[src/rtl/core/rhc_pkg.sv]
`default_nettype none
package rhc_pkg;

    localparam int unsigned HlsMax   = 255;
    localparam int unsigned HueGrey  = (HlsMax * 2) / 3;
    localparam int unsigned HueGreen = HlsMax / 3;
    localparam int unsigned HueSixth = HlsMax / 6;

    localparam int unsigned NumW  = 17;
    localparam int unsigned DenW  = 9;
    localparam int unsigned QuoW  = 8;
    localparam int unsigned ShrW  = 14;

    localparam logic [1:0] CfgHueLow  = 2'd0;
    localparam logic [1:0] CfgHueHigh = 2'd1;
    localparam logic [1:0] CfgSatMin  = 2'd2;

    typedef enum logic [1:0] {
        T_TOP_RED   = 2'd0,
        T_TOP_GREEN = 2'd1,
        T_TOP_BLUE  = 2'd2
    } t_top;

    // One classified pixel waiting for the dividers.
    typedef struct packed {
        logic [7:0]      lum;
        logic            grey;
        t_top            top;
        logic [NumW-1:0] sat_num;
        logic [DenW-1:0] sat_den;
        logic [ShrW-1:0] num_r;
        logic [ShrW-1:0] num_g;
        logic [ShrW-1:0] num_b;
        logic [7:0]      spread;
    } t_item;

    // Queue handshake between front and back.
    typedef struct packed {
        logic  valid;
        t_item item;
    } t_qhead;

endpackage
`default_nettype wire

[src/rtl/core/rhc_front.sv]
`default_nettype none
module rhc_front (
    input  wire logic            i_clk,
    input  wire logic            i_rst_n,
    input  wire logic            i_valid,
    output logic                 o_ready,
    input  wire logic [23:0]     i_color,
    input  wire logic            i_pop,
    output rhc_pkg::t_qhead      o_head
);

    logic [7:0] w_r, w_g, w_b, w_hi, w_lo, w_spread;
    logic [8:0] w_sum, w_rest, w_div;
    rhc_pkg::t_item w_item;

    rhc_pkg::t_item r_q [2];
    logic       r_wp, r_rp;
    logic [1:0] r_cnt;
    logic       w_push, w_pop;

    always_comb begin
        w_r = i_color[7:0];
        w_g = i_color[15:8];
        w_b = i_color[23:16];
        w_hi = w_r;
        w_lo = w_r;
        if (w_g > w_hi) w_hi = w_g;
        if (w_b > w_hi) w_hi = w_b;
        if (w_g < w_lo) w_lo = w_g;
        if (w_b < w_lo) w_lo = w_b;
        w_sum    = 9'(w_hi) + 9'(w_lo);
        w_rest   = 9'(2 * rhc_pkg::HlsMax) - w_sum;
        w_spread = w_hi - w_lo;
        w_item.lum  = 8'((10'(w_sum) + 10'd1) >> 1);
        w_item.grey = (w_hi == w_lo);
        if (w_r == w_hi)      w_item.top = rhc_pkg::T_TOP_RED;
        else if (w_g == w_hi) w_item.top = rhc_pkg::T_TOP_GREEN;
        else                  w_item.top = rhc_pkg::T_TOP_BLUE;
        w_div = (w_item.lum <= 8'(rhc_pkg::HlsMax / 2)) ? w_sum : w_rest;
        // A grey pixel never uses the quotient; keep the divisor nonzero.
        if (w_item.grey) w_div = 9'd1;
        w_item.sat_den = w_div;
        w_item.sat_num = ((17'(w_spread) << 8) - 17'(w_spread)) + 17'(w_div >> 1);
        w_item.num_r = 14'(w_hi - w_r) * 14'(rhc_pkg::HueSixth) + 14'(w_spread >> 1);
        w_item.num_g = 14'(w_hi - w_g) * 14'(rhc_pkg::HueSixth) + 14'(w_spread >> 1);
        w_item.num_b = 14'(w_hi - w_b) * 14'(rhc_pkg::HueSixth) + 14'(w_spread >> 1);
        w_item.spread = w_item.grey ? 8'd1 : w_spread;
    end

    assign o_ready = (r_cnt != 2'd2);
    assign w_push  = i_valid && o_ready;
    assign w_pop   = i_pop && (r_cnt != 2'd0);

    always_ff @(posedge i_clk) begin
        if (!i_rst_n) begin
            r_wp  <= 1'b0;
            r_rp  <= 1'b0;
            r_cnt <= 2'd0;
        end else begin
            if (w_push) r_wp <= ~r_wp;
            if (w_pop)  r_rp <= ~r_rp;
            r_cnt <= r_cnt + 2'(w_push) - 2'(w_pop);
        end
    end

    always_ff @(posedge i_clk) begin
        if (w_push) r_q[r_wp] <= w_item;
    end

    assign o_head.valid = (r_cnt != 2'd0);
    assign o_head.item  = r_q[r_rp];

endmodule
`default_nettype wire

[src/rtl/core/rhc_div.sv]
`default_nettype none
module rhc_div (
    input  wire logic                          i_clk,
    input  wire logic                          i_en,
    input  wire logic [rhc_pkg::NumW-1:0]      i_num,
    input  wire logic [rhc_pkg::DenW-1:0]      i_den,
    output logic      [rhc_pkg::QuoW-1:0]      o_quo
);

    // One quotient bit per stage, most significant first.
    logic [rhc_pkg::NumW-1:0] r_rem [rhc_pkg::QuoW];
    logic [rhc_pkg::DenW-1:0] r_den [rhc_pkg::QuoW];
    logic [rhc_pkg::QuoW-1:0] r_quo [rhc_pkg::QuoW];
    logic [rhc_pkg::NumW-1:0] n_rem [rhc_pkg::QuoW];
    logic [rhc_pkg::QuoW-1:0] n_quo [rhc_pkg::QuoW];

    always_comb begin
        logic [rhc_pkg::NumW-1:0] v_rem;
        logic [rhc_pkg::NumW-1:0] v_dsh;
        logic [rhc_pkg::QuoW-1:0] v_quo;
        for (int s = 0; s < rhc_pkg::QuoW; s++) begin
            v_rem = (s == 0) ? i_num : r_rem[(s == 0) ? 0 : s - 1];
            v_quo = (s == 0) ? '0    : r_quo[(s == 0) ? 0 : s - 1];
            v_dsh = rhc_pkg::NumW'((s == 0) ? i_den : r_den[(s == 0) ? 0 : s - 1])
                    << (rhc_pkg::QuoW - 1 - s);
            if (v_rem >= v_dsh) begin
                n_rem[s] = v_rem - v_dsh;
                n_quo[s] = v_quo | (rhc_pkg::QuoW'(1) << (rhc_pkg::QuoW - 1 - s));
            end else begin
                n_rem[s] = v_rem;
                n_quo[s] = v_quo;
            end
        end
    end

    always_ff @(posedge i_clk) begin
        if (i_en) begin
            for (int s = 0; s < rhc_pkg::QuoW; s++) begin
                r_rem[s] <= n_rem[s];
                r_quo[s] <= n_quo[s];
                r_den[s] <= (s == 0) ? i_den : r_den[(s == 0) ? 0 : s - 1];
            end
        end
    end

    assign o_quo = r_quo[rhc_pkg::QuoW-1];

endmodule
`default_nettype wire

[src/rtl/core/rhc_back.sv]
`default_nettype none
module rhc_back (
    input  wire logic            i_clk,
    input  wire logic            i_rst_n,
    input  wire rhc_pkg::t_qhead i_head,
    output logic                 o_pop,
    input  wire logic [7:0]      i_hue_low,
    input  wire logic [7:0]      i_hue_high,
    input  wire logic [7:0]      i_sat_min,
    output logic                 o_valid,
    input  wire logic            i_ready,
    output logic [7:0]           o_hue,
    output logic [7:0]           o_lum,
    output logic [7:0]           o_sat,
    output logic                 o_blue
);

    localparam int unsigned Depth = rhc_pkg::QuoW;

    logic w_en;
    logic [rhc_pkg::QuoW-1:0] w_qs, w_qr, w_qg, w_qb;
    logic          r_v    [Depth];
    logic [7:0]    r_lum  [Depth];
    logic          r_grey [Depth];
    rhc_pkg::t_top r_top  [Depth];

    logic       r_ov;
    logic [7:0] r_hue, r_lum_o, r_sat;
    logic       r_blue;
    logic signed [9:0] w_h;
    logic [7:0] w_hue, w_sat;

    // The whole pipe moves unless the output beat is stalled.
    assign w_en  = !r_ov || i_ready;
    assign o_pop = w_en;

    rhc_div u_div_sat (.i_clk, .i_en(w_en), .i_num(i_head.item.sat_num),
                       .i_den(i_head.item.sat_den), .o_quo(w_qs));
    rhc_div u_div_r (.i_clk, .i_en(w_en), .i_num(17'(i_head.item.num_r)),
                     .i_den(9'(i_head.item.spread)), .o_quo(w_qr));
    rhc_div u_div_g (.i_clk, .i_en(w_en), .i_num(17'(i_head.item.num_g)),
                     .i_den(9'(i_head.item.spread)), .o_quo(w_qg));
    rhc_div u_div_b (.i_clk, .i_en(w_en), .i_num(17'(i_head.item.num_b)),
                     .i_den(9'(i_head.item.spread)), .o_quo(w_qb));

    always_ff @(posedge i_clk) begin
        if (!i_rst_n) begin
            for (int s = 0; s < Depth; s++) r_v[s] <= 1'b0;
        end else if (w_en) begin
            r_v[0] <= i_head.valid;
            for (int s = 1; s < Depth; s++) r_v[s] <= r_v[s-1];
        end
    end

    always_ff @(posedge i_clk) begin
        if (w_en) begin
            r_lum[0]  <= i_head.item.lum;
            r_grey[0] <= i_head.item.grey;
            r_top[0]  <= i_head.item.top;
            for (int s = 1; s < Depth; s++) begin
                r_lum[s]  <= r_lum[s-1];
                r_grey[s] <= r_grey[s-1];
                r_top[s]  <= r_top[s-1];
            end
        end
    end

    always_comb begin
        unique case (r_top[Depth-1])
            rhc_pkg::T_TOP_RED:   w_h = 10'(w_qb) - 10'(w_qg);
            rhc_pkg::T_TOP_GREEN: w_h = 10'(rhc_pkg::HueGreen) + 10'(w_qr) - 10'(w_qb);
            default:              w_h = 10'(rhc_pkg::HueGrey) + 10'(w_qg) - 10'(w_qr);
        endcase
        if (w_h < 0) w_h = w_h + 10'(rhc_pkg::HlsMax);
        w_hue = r_grey[Depth-1] ? 8'(rhc_pkg::HueGrey) : w_h[7:0];
        w_sat = r_grey[Depth-1] ? 8'd0 : w_qs;
    end

    always_ff @(posedge i_clk) begin
        if (!i_rst_n) r_ov <= 1'b0;
        else if (w_en) r_ov <= r_v[Depth-1];
    end

    always_ff @(posedge i_clk) begin
        if (w_en) begin
            r_hue   <= w_hue;
            r_lum_o <= r_lum[Depth-1];
            r_sat   <= w_sat;
            r_blue  <= (w_hue >= i_hue_low) && (w_hue <= i_hue_high) && (w_sat > i_sat_min);
        end
    end

    assign o_valid = r_ov;
    assign o_hue   = r_hue;
    assign o_lum   = r_lum_o;
    assign o_sat   = r_sat;
    assign o_blue  = r_blue;

endmodule
`default_nettype wire

[src/rtl/core/rgb_to_hls_converter_top.sv]
// Channel   Direction  Handshake                    Payload
// s         in         i_s_tvalid / o_s_tready      i_s_tdata: color[23:0]
// m         out        o_m_tvalid / i_m_tready      o_m_tdata: hue, lightness, saturation, is_blue
// cfg       in         i_cfg_we                     i_cfg_addr, i_cfg_wdata
//
// One pixel per clock sustained while the output beat is not stalled; an accepted pixel passes
// through the two-entry queue, the bit-per-stage dividers and the output register, in that order.
// Reset is synchronous and active low and restores the blue window defaults.
// A stalled output beat freezes the divider pipe; the queue keeps taking pixels until full.
`default_nettype none
module rgb_to_hls_converter_top (
    input  wire logic        i_clk,
    input  wire logic        i_rst_n,
    input  wire logic        i_s_tvalid,
    output logic             o_s_tready,
    input  wire logic [23:0] i_s_tdata,   // color[23:0]
    output logic             o_m_tvalid,
    input  wire logic        i_m_tready,
    output logic [31:0]      o_m_tdata,   // hue[7:0], lightness[15:8], saturation[23:16],
                                          // is_blue[24], zeros[31:25]
    input  wire logic        i_cfg_we,
    input  wire logic [1:0]  i_cfg_addr,
    input  wire logic [7:0]  i_cfg_wdata
);

    logic [7:0] r_hue_low, r_hue_high, r_sat_min;
    rhc_pkg::t_qhead w_head;
    logic w_pop;
    logic [7:0] w_hue, w_lum, w_sat;
    logic w_blue;

    always_ff @(posedge i_clk) begin
        if (!i_rst_n) begin
            r_hue_low  <= 8'd145;
            r_hue_high <= 8'd175;
            r_sat_min  <= 8'd100;
        end else if (i_cfg_we) begin
            case (i_cfg_addr)
                rhc_pkg::CfgHueLow:  r_hue_low  <= i_cfg_wdata;
                rhc_pkg::CfgHueHigh: r_hue_high <= i_cfg_wdata;
                rhc_pkg::CfgSatMin:  r_sat_min  <= i_cfg_wdata;
                default: ;
            endcase
        end
    end

    rhc_front u_front (
        .i_clk, .i_rst_n,
        .i_valid(i_s_tvalid), .o_ready(o_s_tready), .i_color(i_s_tdata),
        .i_pop(w_pop), .o_head(w_head)
    );

    rhc_back u_back (
        .i_clk, .i_rst_n,
        .i_head(w_head), .o_pop(w_pop),
        .i_hue_low(r_hue_low), .i_hue_high(r_hue_high), .i_sat_min(r_sat_min),
        .o_valid(o_m_tvalid), .i_ready(i_m_tready),
        .o_hue(w_hue), .o_lum(w_lum), .o_sat(w_sat), .o_blue(w_blue)
    );

    assign o_m_tdata = {7'd0, w_blue, w_sat, w_lum, w_hue};

endmodule
`default_nettype wire

[config.mk]
export PLATFORM = sky130hd
export DESIGN_NAME = rgb_to_hls_converter_top
export DESIGN_NICKNAME = d
export VERILOG_FILES = /design/src/rtl/core/rhc_pkg.sv /design/src/rtl/core/rhc_front.sv /design/src/rtl/core/rhc_div.sv /design/src/rtl/core/rhc_back.sv /design/src/rtl/core/rgb_to_hls_converter_top.sv
export SDC_FILE = /design/constraint.sdc
export NUM_CORES = 2
export LEC_CHECK = 0
export ABC_CLOCK_PERIOD_IN_PS = 27700
export BUFFER_PORTS_ARGS = -buffer_cell sky130_fd_sc_hd__buf_2
export CAP_MARGIN = 20
export CORE_MARGIN = 2
export CORE_UTILIZATION = 30
export DETAILED_ROUTE_END_ITERATION = 10
export GPL_TIMING_DRIVEN = 0
export PLACE_DENSITY = 0.45
export SYNTH_ARGS = -nofsm -noshare
export SYNTH_HDL_FRONTEND = slang
export SYNTH_SLANG_ARGS = --single-unit
[constraint.sdc]
create_clock -name i_clk -period 27.7 [get_ports i_clk]
set_clock_uncertainty 0.2 [all_clocks]
set_input_delay 2.77 -clock i_clk [delete_from_list [all_inputs] [get_ports i_clk]]
set_output_delay 2.77 -clock i_clk [all_outputs]
set_load 0.02 [all_outputs]
; ---- Word level (Yosys, flattened, before mapping)
; Memory sizes are Yosys's and may differ from the RTL's. A register that Yosys moved wholly into a read port is not among the register bits.
; Cells that the tools add are included.
[word_totals]
wordCells = 246
latchBits = 0
regBits = 45
memories = 17
output_inout_bits = 34
rom_bits = 0
in_bits = 39
ram_bits = 1358
[classes]
magnitude_cmp = 41
add_sub_neg = 52
n_div = 0
n_reduce_logical = 13
n_bitwise = 10
mux = 94
multipliers = 3
n_shift = 0
n_eq_ne = 7
[mem_list]
columns = name, depth, width, read_ports, rd_clocked_by_memory_dff, write_ports, line
row1 = u_front.r_q, 2, 87, 1, 1, 1, rhc_front.sv:16  ; rhc_pkg::t_item r_q [2];
row2 = u_back.u_div_b.r_rem, 8, 17, 7, 0, 8, rhc_div.sv:11  ; logic [rhc_pkg::NumW-1:0] r_rem [rhc_pkg::QuoW];
row3 = u_back.u_div_g.r_rem, 8, 17, 7, 0, 8, rhc_div.sv:11
row4 = u_back.u_div_r.r_rem, 8, 17, 7, 0, 8, rhc_div.sv:11
row5 = u_back.u_div_sat.r_rem, 8, 17, 7, 0, 8, rhc_div.sv:11
row6 = u_back.u_div_b.r_den, 8, 9, 7, 0, 8, rhc_div.sv:12  ; logic [rhc_pkg::DenW-1:0] r_den [rhc_pkg::QuoW];
row7 = +11 memories, -, -, -, -, -, -
[ops]
columns = op, n
row1 = 17-bit two-way mux, 32
row2 = 8-bit two-way mux, 12
row3 = 17-bit by 10-bit >= comparator with 1-bit output, 4
row4 = 17-bit by 11-bit >= comparator with 1-bit output, 4
row5 = 17-bit by 12-bit >= comparator with 1-bit output, 4
row6 = 17-bit by 13-bit >= comparator with 1-bit output, 4
row7 = 17-bit by 14-bit >= comparator with 1-bit output, 4
row8 = 17-bit by 15-bit >= comparator with 1-bit output, 4
row9 = 17-bit by 9-bit >= comparator with 1-bit output, 4
row10 = 17-bit by 10-bit subtractor with 17-bit output, 4
row11 = 17-bit by 11-bit subtractor with 17-bit output, 4
row12 = 17-bit by 12-bit subtractor with 17-bit output, 4
row13 = 17-bit by 13-bit subtractor with 17-bit output, 4
row14 = 17-bit by 14-bit subtractor with 17-bit output, 4
row15 = 17-bit by 15-bit subtractor with 17-bit output, 4
row16 = 17-bit by 9-bit subtractor with 17-bit output, 4
row17 = 14-bit by 15-bit subtractor with 16-bit output, 3
row18 = 14-bit by 15-bit >= comparator with 1-bit output, 3
row19 = 14-bit by 7-bit adder with 14-bit output, 3
row20 = 14-bit by 5-bit multiplier with 13-bit output (second input constant), 3
row21 = 8-bit by 8-bit subtractor with 9-bit output, 4
row22 = 7-bit two-way mux, 4
row23 = 8-bit == test, 3
row24 = 8-bit > comparator, 3
row25 = 38 further kinds, 94

; ---- Logic depth before layout (Yosys ltp)
[depth]
depth_word = 10
depth_mapped = 43
mapped_depth_nobuf = 40

; ---- Modules after synthesis
; Synthesis repeated with hierarchy kept, for this count alone.
[hier_totals]
cells_unflattened = 5253
hier_area_um2 = 64496.9
[by_module_without_submodules]
columns = module, cells_per_inst, n_inst, area_per_inst_um2, seq_area_each_um2
row1 = rhc_div (u_back.u_div_g ...), 891, 2, 11071.9, 6546.3
row2 = rhc_front, 1146, 1, 13166.4, 5205.0
row3 = rhc_div (u_back.u_div_b), 883, 1, 11081.9, 6546.3
row4 = rhc_div (u_back.u_div_sat), 880, 1, 11056.9, 6546.3
row5 = rhc_back, 452, 1, 5968.2, 3603.5
row6 = rgb_to_hls_converter_top, 110, 1, 1079.8, 480.5

; ---- Least setup slack after synthesis
; Ideal clock, no wire load.
[synth_path]
path_type = in2reg
startpoint = input i_m_tready
endpoint = register u_front.r_cnt[1]
arrival_ns = 23.213
path_buffers = 1
slack_ns = 4.172
setup_ns = 0.115
t_required_ns = 27.385
path_stages = 11
path_cell_list = nor2b_1 -> clkbuf_1 -> inv_1 -> o21ai_0 -> inv_1 -> ha_1 -> inv_1 -> ha_1 -> xnor2_1 -> xnor2_1 -> and2_1
[synth_via]
elab_chain_cells = 3
[synth_rtl]
columns = item, line
row1 = start: declaration, rgb_to_hls_converter_top.sv:18  ; input wire logic i_m_tready,
row2 = 1-bit logical OR, rhc_back.sv:34  ; assign w_en = !r_ov || i_ready;
row3 = 1-bit logical AND, rhc_front.sv:52  ; assign w_pop = i_pop && (r_cnt != 2'd0);
row4 = via u_front.w_pop, rhc_front.sv:19  ; logic w_push, w_pop;
row5 = 2-bit by 1-bit subtractor with 2-bit output, rhc_front.sv:62  ; r_cnt <= r_cnt + 2'(w_push) - 2'(w_pop);
row6 = end signal: assignment, rhc_front.sv:62
row7 = end: declaration, rhc_front.sv:18  ; logic [1:0] r_cnt;
; The timed path passes the listed nets, and every way through them passes these cells.
; A chain may end at the register's enable or synchronous reset.

==> impl_metrics.prom <==
# TYPE chip_impl_metric gauge
chip_impl_info{name="status",value="completed"} 1
chip_impl_info{name="worst_setup_path_start_kind",value="input pin"} 1
chip_impl_metric{name="synth_seq_cells",unit=""} 1034
chip_impl_metric{name="all_layer_gr_usage",unit=""} 0.130
chip_impl_metric{name="setup_viol_count_final",unit=""} 0
chip_impl_metric{name="clkTransAtPathRegs",unit="ns"} 0.06
chip_impl_info{name="cp_slowest_cell",value="mux2i_1"} 1
chip_impl_metric{name="synth.yosys.warnings",unit=""} 0
chip_impl_metric{name="routed_wl",unit="mm"} 127
chip_impl_metric{name="antenna_found_initial",unit=""} 2
chip_impl_metric{name="routed_via_density",unit=""} 4.57
chip_impl_metric{name="area_of_the_multi_input_gates",unit="µm²"} 24500
chip_impl_metric{name="area_delta_synth_final",unit="%"} 13.7
chip_impl_metric{name="vias",unit=""} 34640
chip_impl_metric{name="grt_first_pass_wirelength",unit="mm"} 199
chip_impl_metric{name="slowest_delay",unit="ns"} 0.93
chip_impl_metric{name="avgRoutedWirePerCell",unit="µm"} 16.8
chip_impl_info{name="cts_root_buffer",value="clkbuf_16"} 1
chip_impl_metric{name="numPortBuffers",unit=""} 64
chip_impl_info{name="timing.critical_path.mode_cell",value="o21ai_0"} 1
chip_impl_metric{name="clock_sink_count",unit=""} 1034
chip_impl_metric{name="postSynthAreaPerCell",unit="µm²"} 12.0
chip_impl_metric{name="ff_latch_area",unit="µm²"} 30700
chip_impl_metric{name="maxCapViolations",unit=""} 0
chip_impl_metric{name="initial_core_util",unit=""} 0.301
chip_impl_metric{name="synthesized_instance_count",unit=""} 4764
chip_impl_metric{name="place_worst_setup_slack",unit="ns"} 15.08
chip_impl_metric{name="synthDominantCellAreaShare",unit=""} 0.525
chip_impl_info{name="worst_setup_path_end_kind",value="register"} 1
chip_impl_metric{name="die_span_x",unit="µm"} 441
chip_impl_metric{name="timing.final.hold_violations",unit=""} 0
chip_impl_metric{name="die_h",unit="µm"} 441
chip_impl_metric{name="synthesis.area",unit="µm²"} 57200
chip_impl_info{name="hp-class",value="reg2reg"} 1
chip_impl_info{name="synth_flop_cell",value="edfxtp_1"} 1
chip_impl_metric{name="clk_latency",unit="ns"} 0.71
chip_impl_metric{name="fill_cells",unit=""} 18841
chip_impl_info{name="synth.cells.most_frequent",value="edfxtp_1 (999), ha_1 (469), inv_1 (456)"} 1
chip_impl_metric{name="max-clock-path-buffers",unit=""} 3
chip_impl_metric{name="final_gp_congestion",unit=""} 0.829
chip_impl_metric{name="number_of_global_route_vias_before_repair",unit=""} 35047
chip_impl_info{name="cts_tree",value="done"} 1
chip_impl_info{name="rr_endpoint",value="u_back.u_div_sat.r_rem[0][11]"} 1
chip_impl_metric{name="cts-resized-gates",unit=""} 0
chip_impl_info{name="hp-start",value="u_back.u_div_g.r_quo[1][23]"} 1
chip_impl_info{name="yosysTopAreaCell",value="edfxtp_1"} 1
chip_impl_metric{name="initialDrtViolationCount",unit=""} 1594
chip_impl_metric{name="worst_pin_slew",unit="ns"} 1.04
chip_impl_metric{name="cp.required",unit="ns"} 27.97
chip_impl_info{name="netlist_top_cells_area",value="edfxtp_1 (52%), ha_1 (10%), inv_1 (3.0%), xnor2_1 (2.9%), xor2_1 (2.7%)"} 1
chip_impl_metric{name="holdPathStages",unit=""} 0
chip_impl_metric{name="final_util",unit=""} 0.343
chip_impl_metric{name="fp.coreArea",unit="µm²"} 190000
chip_impl_info{name="most_frequent_cell_after_synthesis",value="edfxtp_1"} 1
chip_impl_metric{name="drtAntennaViolNets",unit=""} 0
chip_impl_metric{name="fin_crit_sh",unit=""} 0.430
chip_impl_metric{name="detail_route.first_pass.iterations",unit=""} 5
chip_impl_metric{name="achievable-frequency",unit="MHz"} 84.0
chip_impl_metric{name="design.die.area",unit="µm²"} 194000
chip_impl_metric{name="holdBufCountCts",unit=""} 0
chip_impl_metric{name="total_drc_errors_in_the_routed_layout",unit=""} 0
chip_impl_metric{name="final-instance-count-excl-fill",unit=""} 7577
chip_impl_metric{name="detailed_place_hpwl",unit="mm"} 98.9
chip_impl_metric{name="synth-seq-area-share",unit=""} 0.537
chip_impl_metric{name="reg2regPathDepth",unit=""} 15
chip_impl_info{name="grt_setup_unrepaired",value="false"} 1
chip_impl_metric{name="arrival",unit="ns"} 12.17
chip_impl_metric{name="cts_post_setup_buffers_inserted",unit=""} 0
chip_impl_metric{name="maxSlewViolCount",unit=""} 0
chip_impl_metric{name="maximum_fanout_count_along_the_critical_path",unit=""} 10
chip_impl_metric{name="synth_enable_flop_cells",unit=""} 999
chip_impl_metric{name="globalRoute.totalOverflow",unit=""} 0
chip_impl_metric{name="dp.cells",unit=""} 7361
chip_impl_metric{name="drive_gt1_frac",unit=""} 0.0946
chip_impl_info{name="hold_end",value="u_back.u_div_g.r_quo[1][31]"} 1
chip_impl_metric{name="slew_headroom",unit=""} 0.288
chip_impl_metric{name="regToRegSetupSlack",unit="ns"} 21.74
chip_impl_metric{name="grt_start_max_net_pins",unit=""} 117
chip_impl_metric{name="nNetsFinal",unit=""} 5539
chip_impl_metric{name="number_of_h_tree_levels",unit=""} 3
chip_impl_metric{name="final.min_clock_period",unit="ns"} 11.90
chip_impl_metric{name="numCtsBuffers",unit=""} 115
chip_impl_metric{name="ys_types",unit=""} 88
chip_impl_metric{name="core.rowCount",unit=""} 160
chip_impl_metric{name="finalWorstSetupSlack",unit="ns"} 15.80
chip_impl_info{name="crit_type",value="in2reg"} 1
chip_impl_metric{name="io-pin-count",unit=""} 73
chip_impl_metric{name="synthArstFlopShare",unit=""} 0
-- cell families (layout without fill, tap and decap cells) --
family	count (synthesis)	after routing	synth area share
other cells	1	8	0.0000656
compound gates	902	902	0.0977
xor+xnor	368	368	0.0565
fa+ha+maj	533	533	0.125
flops	1034	1034	0.537
mux	225	225	0.0422
simple gates	1171	1171	0.106
buf+inv	530	825	0.0362
-- worst max-delay path, delay by kind of cell --
kind	cells	cell delay [ns]
muxes	2	1.28
xor gates and xnor gates	3	0.96
AOI/OAI and AO/OA	18	3.11
and+or+nand+nor	8	1.43
adders and majority gates	4	1.32
buffers and inverters	5	1.30
-- final cells by class --
class | instances | area share
diodes | 1 | 0.0000385
plain buffers | 74 | 0.00550
clock buffers | 135 | 0.0462
clock inverters | 80 | 0.0150
inverters | 456 | 0.0264
multi-input cells | 3206 | 0.376
flip-flops and latches | 1034 | 0.472
well taps | 2511 | 0.0483
repair buffers | 80 | 0.0101
-- registers in the layout, indices dropped and copies added (netlist names), 63 cells and up, named ones only --
signal                  cells
u_front.r_q               168
u_back.u_div_sat.r_rem    119
u_back.u_div_g.r_rem      115
u_back.u_div_r.r_rem      114
u_back.u_div_b.r_rem      111
u_back.r_lum               64
u_back.u_div_sat.r_den     63
-- worst max-delay path by stage --
stage	start	end	slack (ns)	depth (start not counted)
floorplan	i_m_tready	u_front.r_cnt[1]	4.17	11
global placement	i_m_tready	register	-5.73	7
detailed placement	i_s_tdata[1]	u_front.r_q[1][35]	15.08	43
CTS	i_s_tdata[1]	u_front.r_q[0][73]	15.89	40
global route	i_s_tdata[1]	u_front.r_q[0][35]	15.00	43
finish	i_s_tdata[1]	u_front.r_q[1][71]	15.80	40
-- per-layer routing --
layer	global-route usage	up-vias	routed length, µm
met2	0.228	363	62000
met1	0.166	16244	57800
li1	-	17840	-
met4	0.0435	2	3750
met3	0.0167	191	3470
met5	0	-	13
-- cell usage in the layout, fill, tap and decap left out, types with 128 or more instances in the layout --
cell type    n
mux2_2     128
inv_1      455
nor2_1     271
nand2_1    246
edfxtp_1   999
a21oi_1    244
xnor2_1    191
ha_1       469
o21ai_0    274
xor2_1     175
-- per-stage QoR --
stage	TNS [ns]	cell area [µm²]	hold slack, ns
floorplan	0	57200	0.200
global placement	-27.12	60700	0.202
detailed placement	0	61000	0.205
CTS	0	65000	0.195
global route	0	65000	0.214
finish	0	65000	0.205
Power is left out: the tool's default activity adds up to more than one toggle a clock period on the data nets, which glitch-free logic cannot reach.
